File: config.mk
export PLATFORM = sky130hd
export DESIGN_NAME = siku_ctrl
export DESIGN_NICKNAME = d
export VERILOG_FILES = /design/src/siku_pkg.sv /design/src/siku_ctrl.sv
export SDC_FILE = /design/constraint.sdc
export NUM_CORES = 1
export LEC_CHECK = 0
export BUFFER_PORTS_ARGS = -buffer_cell sky130_fd_sc_hd__buf_2
export CAP_MARGIN = 10
export CORE_AREA = 3 3 40 42
export DETAILED_ROUTE_END_ITERATION = 10
export DIE_AREA = 0 0 43 45
export GPL_ROUTABILITY_DRIVEN = 0
export PLACE_DENSITY = 0.57
export SYNTH_ARGS = -nofsm -noshare
export SYNTH_HDL_FRONTEND = slang
export SYNTH_SLANG_ARGS = --single-unit
File: constraint.sdc
create_clock -name clk -period 2 [get_ports clk]
set_clock_uncertainty 0.1 [all_clocks]
set_input_delay 0.2 -clock clk [delete_from_list [all_inputs] [get_ports clk]]
set_output_delay 0.2 -clock clk [all_outputs]
set_load 0.1 [all_outputs]
File: src/siku_pkg.sv
// ----------------------------------------------------------------------------
// siku_pkg: shared types and constants for the swerve inverse kinematics unit
// Holds controller states, command/status bundles and the CORDIC constants.
// ----------------------------------------------------------------------------
package siku_pkg;

	// controller states
	typedef enum logic [2:0] {
		ST_IDLE,
		ST_MUL,
		ST_PREP,
		ST_ROT,
		ST_GAIN_LO,
		ST_GAIN_HI,
		ST_FINISH,
		ST_PUBLISH
	} state_t;

	// controller to datapath commands
	typedef struct packed {
		logic       load;
		logic       mul;
		logic       prep;
		logic       rot;
		logic       gain_lo;
		logic       gain_hi;
		logic       finish;
		logic       publish;
		logic [1:0] wheel;
	} cmd_t;

	// datapath to controller status
	typedef struct packed {
		logic out_free;
		logic rot_last;
	} status_t;

	localparam int NUM_WHEELS = 3;
	localparam logic [1:0] LAST_WHEEL = 2'd2;

	// configuration register indexes
	localparam logic [2:0] REG_W0_POS_X     = 3'd0;
	localparam logic [2:0] REG_W0_POS_Y     = 3'd1;
	localparam logic [2:0] REG_W1_POS_X     = 3'd2;
	localparam logic [2:0] REG_W1_POS_Y     = 3'd3;
	localparam logic [2:0] REG_W2_POS_X     = 3'd4;
	localparam logic [2:0] REG_W2_POS_Y     = 3'd5;
	localparam logic [2:0] REG_INV_RADIUS   = 3'd6;
	localparam logic [2:0] REG_LOW_SPEED    = 3'd7;

	localparam logic [15:0] INV_RADIUS_RST = 16'd5120;
	localparam logic [15:0] LOW_SPEED_RST  = 16'd10;

	// cordic gain compensation, q30
	localparam logic [29:0] GAIN_Q30 = 30'd652032874;
	localparam logic [14:0] SPEED_MAX = 15'd25600;

	// datapath widths
	localparam int XW = 33;
	localparam int ZW = 34;

	// arctangent of 2^-k in units of pi/2^31
	localparam logic [29:0] ATAN_TAB [24] = '{
		30'd536870912, 30'd316933406, 30'd167458907, 30'd85004756,
		30'd42667331,  30'd21354465,  30'd10679838,  30'd5340245,
		30'd2670163,   30'd1335087,   30'd667544,    30'd333772,
		30'd166886,    30'd83443,     30'd41722,     30'd20861,
		30'd10430,     30'd5215,      30'd2608,      30'd1304,
		30'd652,       30'd326,       30'd163,       30'd81
	};

endpackage

File: src/siku_ctrl.sv
// ----------------------------------------------------------------------------
// siku_ctrl: sequencing controller
// Walks each wheel through product, setup, cordic, gain and finish steps.
// ----------------------------------------------------------------------------
module siku_ctrl (
	input  logic               clk,
	input  logic               arst_n,
	input  logic               s_tvalid,
	output logic               s_tready,
	input  siku_pkg::status_t  status,
	output siku_pkg::cmd_t     cmd
);

	siku_pkg::state_t state_q, state_d;
	logic [1:0] wheel_q;

	// next state
	always_comb begin
		state_d = state_q;
		unique case (state_q)
			siku_pkg::ST_IDLE:    if (s_tvalid) state_d = siku_pkg::ST_MUL;
			siku_pkg::ST_MUL:     state_d = siku_pkg::ST_PREP;
			siku_pkg::ST_PREP:    state_d = siku_pkg::ST_ROT;
			siku_pkg::ST_ROT:     if (status.rot_last) state_d = siku_pkg::ST_GAIN_LO;
			siku_pkg::ST_GAIN_LO: state_d = siku_pkg::ST_GAIN_HI;
			siku_pkg::ST_GAIN_HI: state_d = siku_pkg::ST_FINISH;
			siku_pkg::ST_FINISH: begin
				if (wheel_q == siku_pkg::LAST_WHEEL) state_d = siku_pkg::ST_PUBLISH;
				else state_d = siku_pkg::ST_MUL;
			end
			siku_pkg::ST_PUBLISH: if (status.out_free) state_d = siku_pkg::ST_IDLE;
			default:              state_d = siku_pkg::ST_IDLE;
		endcase
	end

	// outputs
	always_comb begin
		cmd         = '0;
		cmd.wheel   = wheel_q;
		s_tready    = 1'b0;
		unique case (state_q)
			siku_pkg::ST_IDLE: begin
				s_tready = 1'b1;
				cmd.load = s_tvalid;
			end
			siku_pkg::ST_MUL:     cmd.mul = 1'b1;
			siku_pkg::ST_PREP:    cmd.prep = 1'b1;
			siku_pkg::ST_ROT:     cmd.rot = 1'b1;
			siku_pkg::ST_GAIN_LO: cmd.gain_lo = 1'b1;
			siku_pkg::ST_GAIN_HI: cmd.gain_hi = 1'b1;
			siku_pkg::ST_FINISH:  cmd.finish = 1'b1;
			siku_pkg::ST_PUBLISH: cmd.publish = status.out_free;
			default:              cmd = '0;
		endcase
	end

	// state and wheel counter
	always_ff @(posedge clk or negedge arst_n) begin
		if (!arst_n) begin
			state_q <= siku_pkg::ST_IDLE;
			wheel_q <= '0;
		end else begin
			state_q <= state_d;
			if (cmd.load) wheel_q <= '0;
			else if (cmd.finish && wheel_q != siku_pkg::LAST_WHEEL) wheel_q <= wheel_q + 2'd1;
		end
	end

`ifndef SYNTHESIS
	a_load_starts: assert property (@(posedge clk) disable iff (!arst_n)
		cmd.load |=> state_q == siku_pkg::ST_MUL)
		else $error("accepted item did not start wheel processing");
	a_publish_free: assert property (@(posedge clk) disable iff (!arst_n)
		cmd.publish |-> status.out_free)
		else $error("result published over a pending transfer");
	a_wheel_range: assert property (@(posedge clk) disable iff (!arst_n)
		wheel_q != 2'd3)
		else $error("wheel counter out of range");
	a_publish_after_last: assert property (@(posedge clk) disable iff (!arst_n)
		$rose(state_q == siku_pkg::ST_PUBLISH) |-> $past(wheel_q) == siku_pkg::LAST_WHEEL)
		else $error("publish before last wheel");
`endif

endmodule

Word-level counts from Yosys, hierarchy flattened
Index checks and enable logic that the tools add are counted.
{ "op_classes": {"n_mux": 16, "addsub": 1, "n_reduce_logical": 4, "n_eq_ne": 12} }
{ "op_table": {"columns": ["cell", "n"], "rows": [
  ["$pmux W3 S8", 1],
  ["$eq A3 B3 Y1 const B", 4],
  ["$mux W3", 4],
  ["$mux W1", 9],
  ["$ne A2 B2 Y1 const B", 4],
  ["$eq A3 B2 Y1 const B", 2],
  ["$mux W2", 2],
  ["$eq A3 B1 Y1 const B", 1],
  ["$logic_not A3 Y1", 1],
  ["$reduce_and A3 Y1", 1],
  ["$add A2 B1 Y2 const B", 1],
  ["$eq A2 B2 Y1 const B", 1],
  ["$reduce_bool A2 Y1", 1],
  ["$logic_and A1 B1 Y1", 1]
]} }
{ "totals": {"output_inout_bits": 11, "ff_bits": 5, "wordCells": 35} }

Depth between registers and ports, before layout
Gate-level depths: netlist of the first run.
{ "logic_depth": {"word_depth": 5, "mapped_depth": 5, "depth_no_buf": 5} }

Worst setup path after synthesis of the first run
Ideal clock, no wire load.
{ "synth_path": {"path_type": "register to output", "start": "register state_q[1]", "end": "output cmd[3] (netlist name)", "stages_incl_launch_ff": 3, "required_time_ps": 1700, "slack_ps": -1089, "path_buffers": 1, "arrival_ps": 2789, "cell_sequence": "dfrtp_1 buf_2 nor3b_1"} }
{ "synth_rtl": {"columns": ["item", "line_no", "source"], "rows": [
  ["from (decl)", "siku_ctrl.sv:14", "siku_pkg::state_t state_q, state_d;"],
  ["from (signal assigned)", "siku_ctrl.sv:60", "state_q <= siku_pkg::ST_IDLE;"],
  ["from (signal assigned)", "siku_ctrl.sv:63", "state_q <= state_d;"],
  ["to (decl)", "siku_ctrl.sv:11", "output siku_pkg::cmd_t cmd"]
]} }

==> results of run 1 <==
## registers in the layout (all words and copies together) (netlist names)
| signal | cells |
|---|---|
| wheel_q | 2 |
| state_q | 3 |
## metal layers
layer,vias to the layer above,routed length [µm],global-route usage
li1,168,-,-
met1,149,345,0.1244
met2,19,338,0.1467
met3,0,114,0.07570
met4,0,0,0.01807
met5,-,0,0
## Yosys cell counts
library cell  instances
and2_1                1
inv_1                 4
dfrtp_1               5
o21ba_2               1
buf_2                 2
a21oi_1               2
mux2_4                1
nor2_1                5
o21ai_0               2
mux2i_1               1
nor3b_1               3
buf_6                 1
and4bb_1              1
a22o_1                1
ha_1                  1
nor3_2                1
nor3_1                1
and3_1                1
xnor2_1               1
a31oi_1               1
nand3b_1              1
nand2_1               2
nand2b_1              1
## kinds of logic (layout without fill, tap and decap cells)
| group | count (synthesis) | in the layout | synth area share |
|---|---|---|---|
| AND/OR/NAND/NOR | 17 | 17 | 0.2888 |
| AO/OA/AOI/OAI | 7 | 7 | 0.1268 |
| multiplexers | 2 | 2 | 0.07041 |
| XOR/XNOR | 1 | 1 | 0.02465 |
| buffers and inverters | 7 | 24 | 0.1021 |
| flip-flops | 5 | 5 | 0.3521 |
| adder cells (fa/ha/maj) | 1 | 1 | 0.03521 |
## layout make-up
class	instances	area, µm²	area share
Inverter	4	15.01	0.02985
Sequential cell	5	127.6	0.2537
Multi-Input combinational cell	28	222.7	0.4428
Timing Repair Buffer	16	92.59	0.1841
Clock buffer	4	26.28	0.05224
Tap cell	15	18.77	0.03731
## per-stage QoR
step / TNS, ns / utilization / worst slack [ns]
finish: 0 / 0.3914 / 0.1570
detailed placement: 0 / 0.3554 / 0.3199
CTS: 0 / 0.3836 / 0.04277
floorplan: -1.430 / - / -0.2610
global placement: 0 / 0.3554 / 0.3392
global route: 0 / 0.3914 / 0.02044
## how the worst max path moves through the flow
| stage | start | end | slack [ns] | cells past startpoint |
|---|---|---|---|---|
| finish | state_q[1] | cmd[7] | 0.16 | 2 |
| global route | state_q[1] | cmd[7] | 0.02 | 2 |
| CTS | state_q[2] | cmd[3] | 0.04 | 3 |
| detailed placement | state_q[2] | cmd[3] | 0.32 | 3 |
| global placement | state_q[2] | cmd[3] | 0.34 | 3 |
| floorplan | state_q[0] | cmd[2] | -0.26 | 3 |
## what timing repair did
action / 4_1_cts / 5_1_grt
endpoints found under the hold margin: 5 / 0
setup buffers: 0 / 0
setup endpoints to repair: 0 / 4
gates resized for setup: 0 / 5
hold buffers: 1 / 0
## worst max-delay path: cells and delay by family (launching register included)
family        cells  cell delay [ns]
buf+inv           1             0.44
flops             1             0.63
simple gates      1             0.23
==> flow_summary.json, run 1 <==
{
  "initial_core_util": 0.2765,
  "reg2reg_to": "wheel_q[1]",
  "yosysWarnings": 0,
  "die_h_um": 45,
  "drive_gt1_frac": 0.4912,
  "gr-total-overflow": 0,
  "timing.final.crit_share": 0.9215,
  "drtPass1Iterations": 3,
  "cts_buffer_depth": 2,
  "r2r-start": "wheel_q[0]",
  "rsz0062_at_grt": "false",
  "max_slew_margin": 0.6783,
  "final_cell_mix": "buf_2, clkbuf_4, nor2_1, inv_1",
  "max_cap_viol_count": 0,
  "routed_wl_um": 799,
  "dp_hpwl_um": 572.4,
  "grt_max_degree": 15,
  "regToRegSetupSlack_ns": 0.57,
  "grt_antenna_before_repair": 0,
  "syn_inst": 40,
  "drtIter0Drc": 5,
  "netlist.area_leader.share": 0.3521,
  "hold_viol": 0,
  "area_delta_synth_final_pct": 41.55,
  "hold_path_startpoint": "s_tvalid",
  "fillers": 133,
  "num_rows": 13,
  "dp_cells": 67,
  "min_path_cells": 3,
  "clock_sinks": 5,
  "critical_path_class": "register to output port",
  "worstHoldEndpoint": "wheel_q[1]",
  "cts_tree": "built",
  "nets": 64,
  "whs_ns": 0.1640,
  "wl_per_cell_um": 11.10,
  "portBuffers": 15,
  "critPathRequiredTime_ns": 1.70,
  "postRouteAntennaNets": 0,
  "worstMarginPinSlew_ns": 0.4858,
  "reg2reg_depth": 5,
  "cp_slowest_stage_delay_ns": 0.63,
  "stdcell_count": 72,
  "end_kind": "output port",
  "die_w_um": 43,
  "yosysTopAreaCell": "dfrtp_1",
  "cp_max_fo": 14,
  "clock_latency_ns": 0.25,
  "max_freq_mhz": 542.6,
  "synthTopCellsByArea": "dfrtp_1, nor3b_1, nor2_1",
  "diodes": 0,
  "clkTransAtPathRegs_ns": 0.05,
  "dpl_cell_area_um2": 456.7,
  "setup_viol_count_final": 0,
  "syn_avg_cell_area_um2": 8.884,
  "root_buffer": "clkbuf_4",
  "synth-seq-cells": 5,
  "cp_slowest_cell": "dfrtp_1",
  "ioPinCount": 16,
  "synth_cell_types": 23,
  "final_common_cell": "buf_2",
  "fin_crit_ns": 1.843,
  "grt_pass1_wl_mm": 1.400,
  "synth_nets": 46,
  "viasPerCell": 4.667,
  "worstSetupStartpointType": "register",
  "ys_seq_area_frac": 0.3521,
  "status": "finished clean",
  "cts_htree_levels": 1,
  "first_global_vias": 309,
  "final_max_slew_viol_count": 0,
  "die_area_mm2": 0.001935,
  "synth_area_um2": 355.3,
  "path_cells": "nor3b_2 -> buf_2",
  "grt_usage": 0.1020,
  "num_vias": 336,
  "drc": 0,
  "numCtsBuffers": 3,
  "finalInstanceArea_um2": 503.0,
  "arrival_ns": 1.54,
  "hold_class": "primary input to register",
  "coreArea_mm2": 0.001285
}
Power of run 1 is left out: the tool's default activity adds up to more than one toggle a clock period on the data nets, which glitch-free logic cannot reach.
==> inputs of run 2 (changes only) <==
--- a/config.mk
+++ b/config.mk
@@ -5,6 +5,7 @@
 export SDC_FILE = /design/constraint.sdc
 export NUM_CORES = 1
 export LEC_CHECK = 0
+export ABC_CLOCK_PERIOD_IN_PS = 2000
 export BUFFER_PORTS_ARGS = -buffer_cell sky130_fd_sc_hd__buf_2
 export CAP_MARGIN = 10
 export CORE_AREA = 3 3 40 42
@@ -12,6 +13,7 @@
 export DIE_AREA = 0 0 43 45
 export GPL_ROUTABILITY_DRIVEN = 0
 export PLACE_DENSITY = 0.57
+export SETUP_SLACK_MARGIN = 0.5
 export SYNTH_ARGS = -nofsm -noshare
 export SYNTH_HDL_FRONTEND = slang
 export SYNTH_SLANG_ARGS = --single-unit
==> run 2 against run 1 <==
  * Sequential share of layout area down 9.0 points
  * Routed wire length up 29%
  * Core utilization up 22 points
  * Critical path depth up 1
  * Worst hold slack better by 0.026 ns
  * Fmax up 18%
  * Design area up 57%
  * Sequential cell count unchanged
  * Die area unchanged
==> flow_summary.json, run 2 (synthesis gave the netlist of run 1 again) <==
{
  "cts_buffer_depth": 2,
  "max_freq_mhz": 638.7,
  "ioPinCount": 16,
  "critPathRequiredTime_ns": 1.70,
  "cp_max_fo": 5,
  "drive_gt1_frac": 0.6714,
  "grt_antenna_before_repair": 0,
  "first_global_vias": 379,
  "hold_viol": 0,
  "nets": 77,
  "area_delta_synth_final_pct": 122.2,
  "critical_path_class": "register to output port",
  "reg_top3": "state_q (3), wheel_q (2)",
  "initial_core_util": 0.2765,
  "cts_htree_levels": 1,
  "hold_class": "primary input to async pin",
  "fin_crit_ns": 1.566,
  "regToRegSetupSlack_ns": 0.50,
  "die_area_mm2": 0.001935,
  "stdcell_count": 85,
  "max_cap_viol_count": 0,
  "drc": 0,
  "viasPerCell": 4.612,
  "final_common_cell": "buf_12",
  "portBuffers": 15,
  "arrival_ns": 1.27,
  "grt_max_degree": 9,
  "grt_usage": 0.1132,
  "clock_latency_ns": 0.25,
  "final_max_slew_viol_count": 0,
  "regMostFlops": "state_q",
  "multi_input_area_um2": 270.3,
  "diodes": 0,
  "drtIter0Drc": 6,
  "cts_tree": "built",
  "final_core_util": 0.6144,
  "end_kind": "output port",
  "grt_pass1_wl_mm": 1.614,
  "drtPass1Iterations": 3,
  "wl_per_cell_um": 12.16,
  "clkTransAtPathRegs_ns": 0.05,
  "clock_sinks": 5,
  "coreArea_mm2": 0.001285,
  "die_w_um": 43,
  "num_rows": 13,
  "rsz0062_at_grt": "true",
  "num_vias": 392,
  "die_h_um": 45,
  "max_slew_margin": 0.6797,
  "routed_wl_mm": 1.034,
  "worstMarginPinSlew_ns": 0.4838,
  "gr-total-overflow": 0,
  "final_cell_mix": "buf_12, buf_4, buf_2, buf_6",
  "root_buffer": "clkbuf_4",
  "dp_cells": 67,
  "status": "finished clean",
  "worstSetupStartpointType": "register",
  "postRouteAntennaNets": 0,
  "seq_area_um2": 128.9,
  "setup_viol_count_final": 0,
  "dp_hpwl_um": 606.1,
  "timing.final.crit_share": 0.7828,
  "fillers": 97,
  "largest_register_ffs": 3,
  "numCtsBuffers": 3
}
-- run 2: cell count changes in the layout (fill, tap and decap cells not counted), sizes merged --
cell    change
buf        +16
clkbuf      -3
-- run 2: path summary, 6_finish.rpt --
kind	from	end	depth (start not counted)
worst max-delay path	state_q[1]	cmd[8]	3
worst max register to register	state_q[0]	wheel_q[1]	4
worst min-delay path	arst_n	state_q[2]	2
worst min register to register	wheel_q[1]	wheel_q[1]	2
min in group clk	status[0]	state_q[1]	3
max in group asynchronous	arst_n	state_q[0]	2
-- run 2: metal layers --
layer	track usage	vias to the layer above	wire length (µm)
met3	0.01195	2	29
li1	-	195	-
met4	0.07229	0	23
met5	0	-	0
met2	0.2096	9	557
met1	0.1229	186	424
-- run 2: final cells by class --
class                      count  area share
tap                           15     0.02377
multi-input combinational     28      0.3423
sequential                     5      0.1632
inverter                       4     0.01902
clock buffer                   4     0.03328
timing repair buffer          29      0.4184
-- run 2: per-stage QoR --
step,TNS [ns],setup slack [ns],cell area [µm²],hold slack [ns]
after floorplan,-0.3706,-0.1276,441.7,-0.1956
after global placement,0,0.3345,621.8,-0.08081
after detailed placement,0,0.3348,621.8,-0.08338
after CTS,0,0.4166,750.7,0.1791
after global routing,0,0.3899,789.5,0.1899
final,0,0.4344,789.5,0.1900
-- run 2: worst max-delay path: stages (launching register included) --
cell     delay [ns]
dfrtp_2        0.44
buf_6          0.15
nor3b_4        0.22
buf_12         0.20
-- run 2: timing repair --
item,in CTS,in global routing
setup endpoints to repair,11,10
hold buffers,1,0
setup buffers,10,3
hold endpoints to repair,5,0
resized for setup,11,4
pin swaps,4,3
Power of run 2 is left out for the same reason.
==> inputs of run 3 (changes only) <==
--- a/config.mk
+++ b/config.mk
@@ -5,7 +5,7 @@
 export SDC_FILE = /design/constraint.sdc
 export NUM_CORES = 1
 export LEC_CHECK = 0
-export ABC_CLOCK_PERIOD_IN_PS = 2000
+export ABC_CLOCK_PERIOD_IN_PS = 1500
 export BUFFER_PORTS_ARGS = -buffer_cell sky130_fd_sc_hd__buf_2
 export CAP_MARGIN = 10
 export CORE_AREA = 3 3 40 42
==> constraint.sdc (replaced) <==
create_clock -name clk -period 1.5 [get_ports clk]
set_clock_uncertainty 0.1 [all_clocks]
set_input_delay 0.15 -clock clk [delete_from_list [all_inputs] [get_ports clk]]
set_output_delay 0.15 -clock clk [all_outputs]
set_load 0.1 [all_outputs]
==> run 3 against run 2 <==
  * The run now ends with negative setup slack left
  * Global-route usage is 0.70 points higher
  * Design area rose by 12%
  * Routed wire length rose by 1.5%
  * Register-to-register slack worse by 0.47 ns
  * First-iteration DRC count unchanged
  * Via count rose by 2.3%
  * Cell count increased by 3.5%
  * Critical path type unchanged
==> flow_summary.json, run 3 (synthesis gave the netlist of run 1 again) <==
{
  "status": "finished, violations left",
  "violations": "negative setup slack",
  "cts_htree_levels": 1,
  "dp_hpwl_um": 689.2,
  "clock_sinks": 5,
  "final_common_cell": "buf_12",
  "grt_antenna_before_repair": 0,
  "regMostFlops": "state_q",
  "timing.final.crit_share": 1.015,
  "critical_path_class": "register to output port",
  "die_w_um": 43,
  "cts_buffer_depth": 2,
  "setup_viol_count_final": 1,
  "area_delta_synth_final_pct": 148.6,
  "coreArea_mm2": 0.001285,
  "max_slew_margin": 0.8531,
  "hold_viol": 0,
  "end_kind": "output port",
  "rsz0062_at_grt": "true",
  "fin_crit_ns": 1.523,
  "root_buffer": "clkbuf_4",
  "numCtsBuffers": 3,
  "worstSetupStartpointType": "register",
  "num_vias": 401,
  "cts_tree": "built",
  "crit_buf_inv": 2,
  "die_h_um": 45,
  "cpLargestDelayFamily": "flip-flops",
  "gr-total-overflow": 0,
  "grt_usage": 0.1202,
  "drtPass1Iterations": 2,
  "viasPerCell": 4.557,
  "num_rows": 13,
  "path_cells": "buf_6 -> nor3_4 -> and2_4 -> buf_12",
  "drive_gt1_frac": 0.8219,
  "portBuffers": 15,
  "postRouteAntennaNets": 0,
  "initial_core_util": 0.2765,
  "die_area_mm2": 0.001935,
  "clock_latency_ns": 0.24,
  "routed_wl_mm": 1.050,
  "ioPinCount": 16,
  "grt_pass1_wl_mm": 1.697,
  "max_cap_viol_count": 0,
  "diodes": 0,
  "max_freq_mhz": 656.6,
  "critPathRequiredTime_ns": 1.25,
  "drc": 0,
  "fillers": 94,
  "nets": 80,
  "reg_top3": "state_q (3), wheel_q (2)",
  "first_global_vias": 416,
  "cp_slowest_stage_delay_ns": 0.42,
  "dp_slack_ns": 0.06641,
  "final_cell_mix": "buf_12, buf_4, buf_6, buf_2",
  "arrival_ns": 1.27,
  "drtIter0Drc": 6,
  "largest_register_ffs": 3,
  "cp_max_fo": 4,
  "fin_ws_ns": -0.02306,
  "final_max_slew_viol_count": 0,
  "clkTransAtPathRegs_ns": 0.04,
  "hold_class": "primary input to register",
  "wl_per_cell_um": 11.93,
  "grt_max_degree": 7,
  "worstMarginPinSlew_ns": 0.2194,
  "cp_slowest_cell": "dfrtp_1"
}
==> run 3: through the flow <==
stage / area (µm²) / hold slack, ns / setup TNS, ns / utilization / cells
after floorplan: 439.2 / -0.2456 / -3.707 / - / 40
after global placement: 671.9 / -0.1300 / 0 / 0.5229 / 72
after detailed placement: 671.9 / -0.1293 / 0 / 0.5229 / 72
after CTS: 813.3 / 0.1180 / -0.1135 / 0.6329 / 83
after global routing: 883.3 / 0.1350 / -0.2448 / 0.6874 / 88
final: 883.3 / 0.1234 / -0.02306 / 0.6874 / 88
==> run 3: cell type report <==
cell class | count | area (µm²) | share of cell area
Tap cell | 15 | 18.77 | 0.02125
Inverter | 4 | 15.01 | 0.01700
Timing Repair Buffer | 32 | 396.6 | 0.4490
Sequential cell | 5 | 135.1 | 0.1530
Multi-Input combinational cell | 28 | 291.5 | 0.3300
Clock buffer | 4 | 26.28 | 0.02975
==> run 3: layer usage <==
layer,GRT usage,up-vias,share of wire
met5,0,-,0
met4,0.07229,0,0
met3,0.02390,0,0.030
met2,0.2156,7,0.58
met1,0.1312,193,0.39
li1,-,201,-
==> run 3: repair_timing <==
action                     in CTS  in global routing
hold endpoints to repair        5                  0
setup endpoints to repair      16                 16
hold buffers                    1                  0
resized for setup              22                  9
buffers inserted                6                  5
pin swaps                      12                  7
==> run 3: worst paths after layout <==
check / from / end / slack, ns / depth (start not counted)
setup / recovery: state_q[2] / cmd[9] / -0.02 / 4
hold / removal: status[0] / state_q[0] / 0.12 / 3
setup reg to reg: wheel_q[1] / wheel_q[1] / 0.03 / 4
hold reg to reg: wheel_q[1] / wheel_q[1] / 0.62 / 3
max in group asynchronous: arst_n / wheel_q[1] / 1.00 / 2
min in group asynchronous: arst_n / wheel_q[0] / 0.15 / 2
==> run 3: worst reg2reg max path, delay by kind of cell, from the launching register on <==
kind | cells | cell delay [ns]
mux | 1 | 0.21
flops | 1 | 0.48
fa+ha+maj | 1 | 0.17
simple gates | 2 | 0.39
Power of run 3 is left out for the same reason.
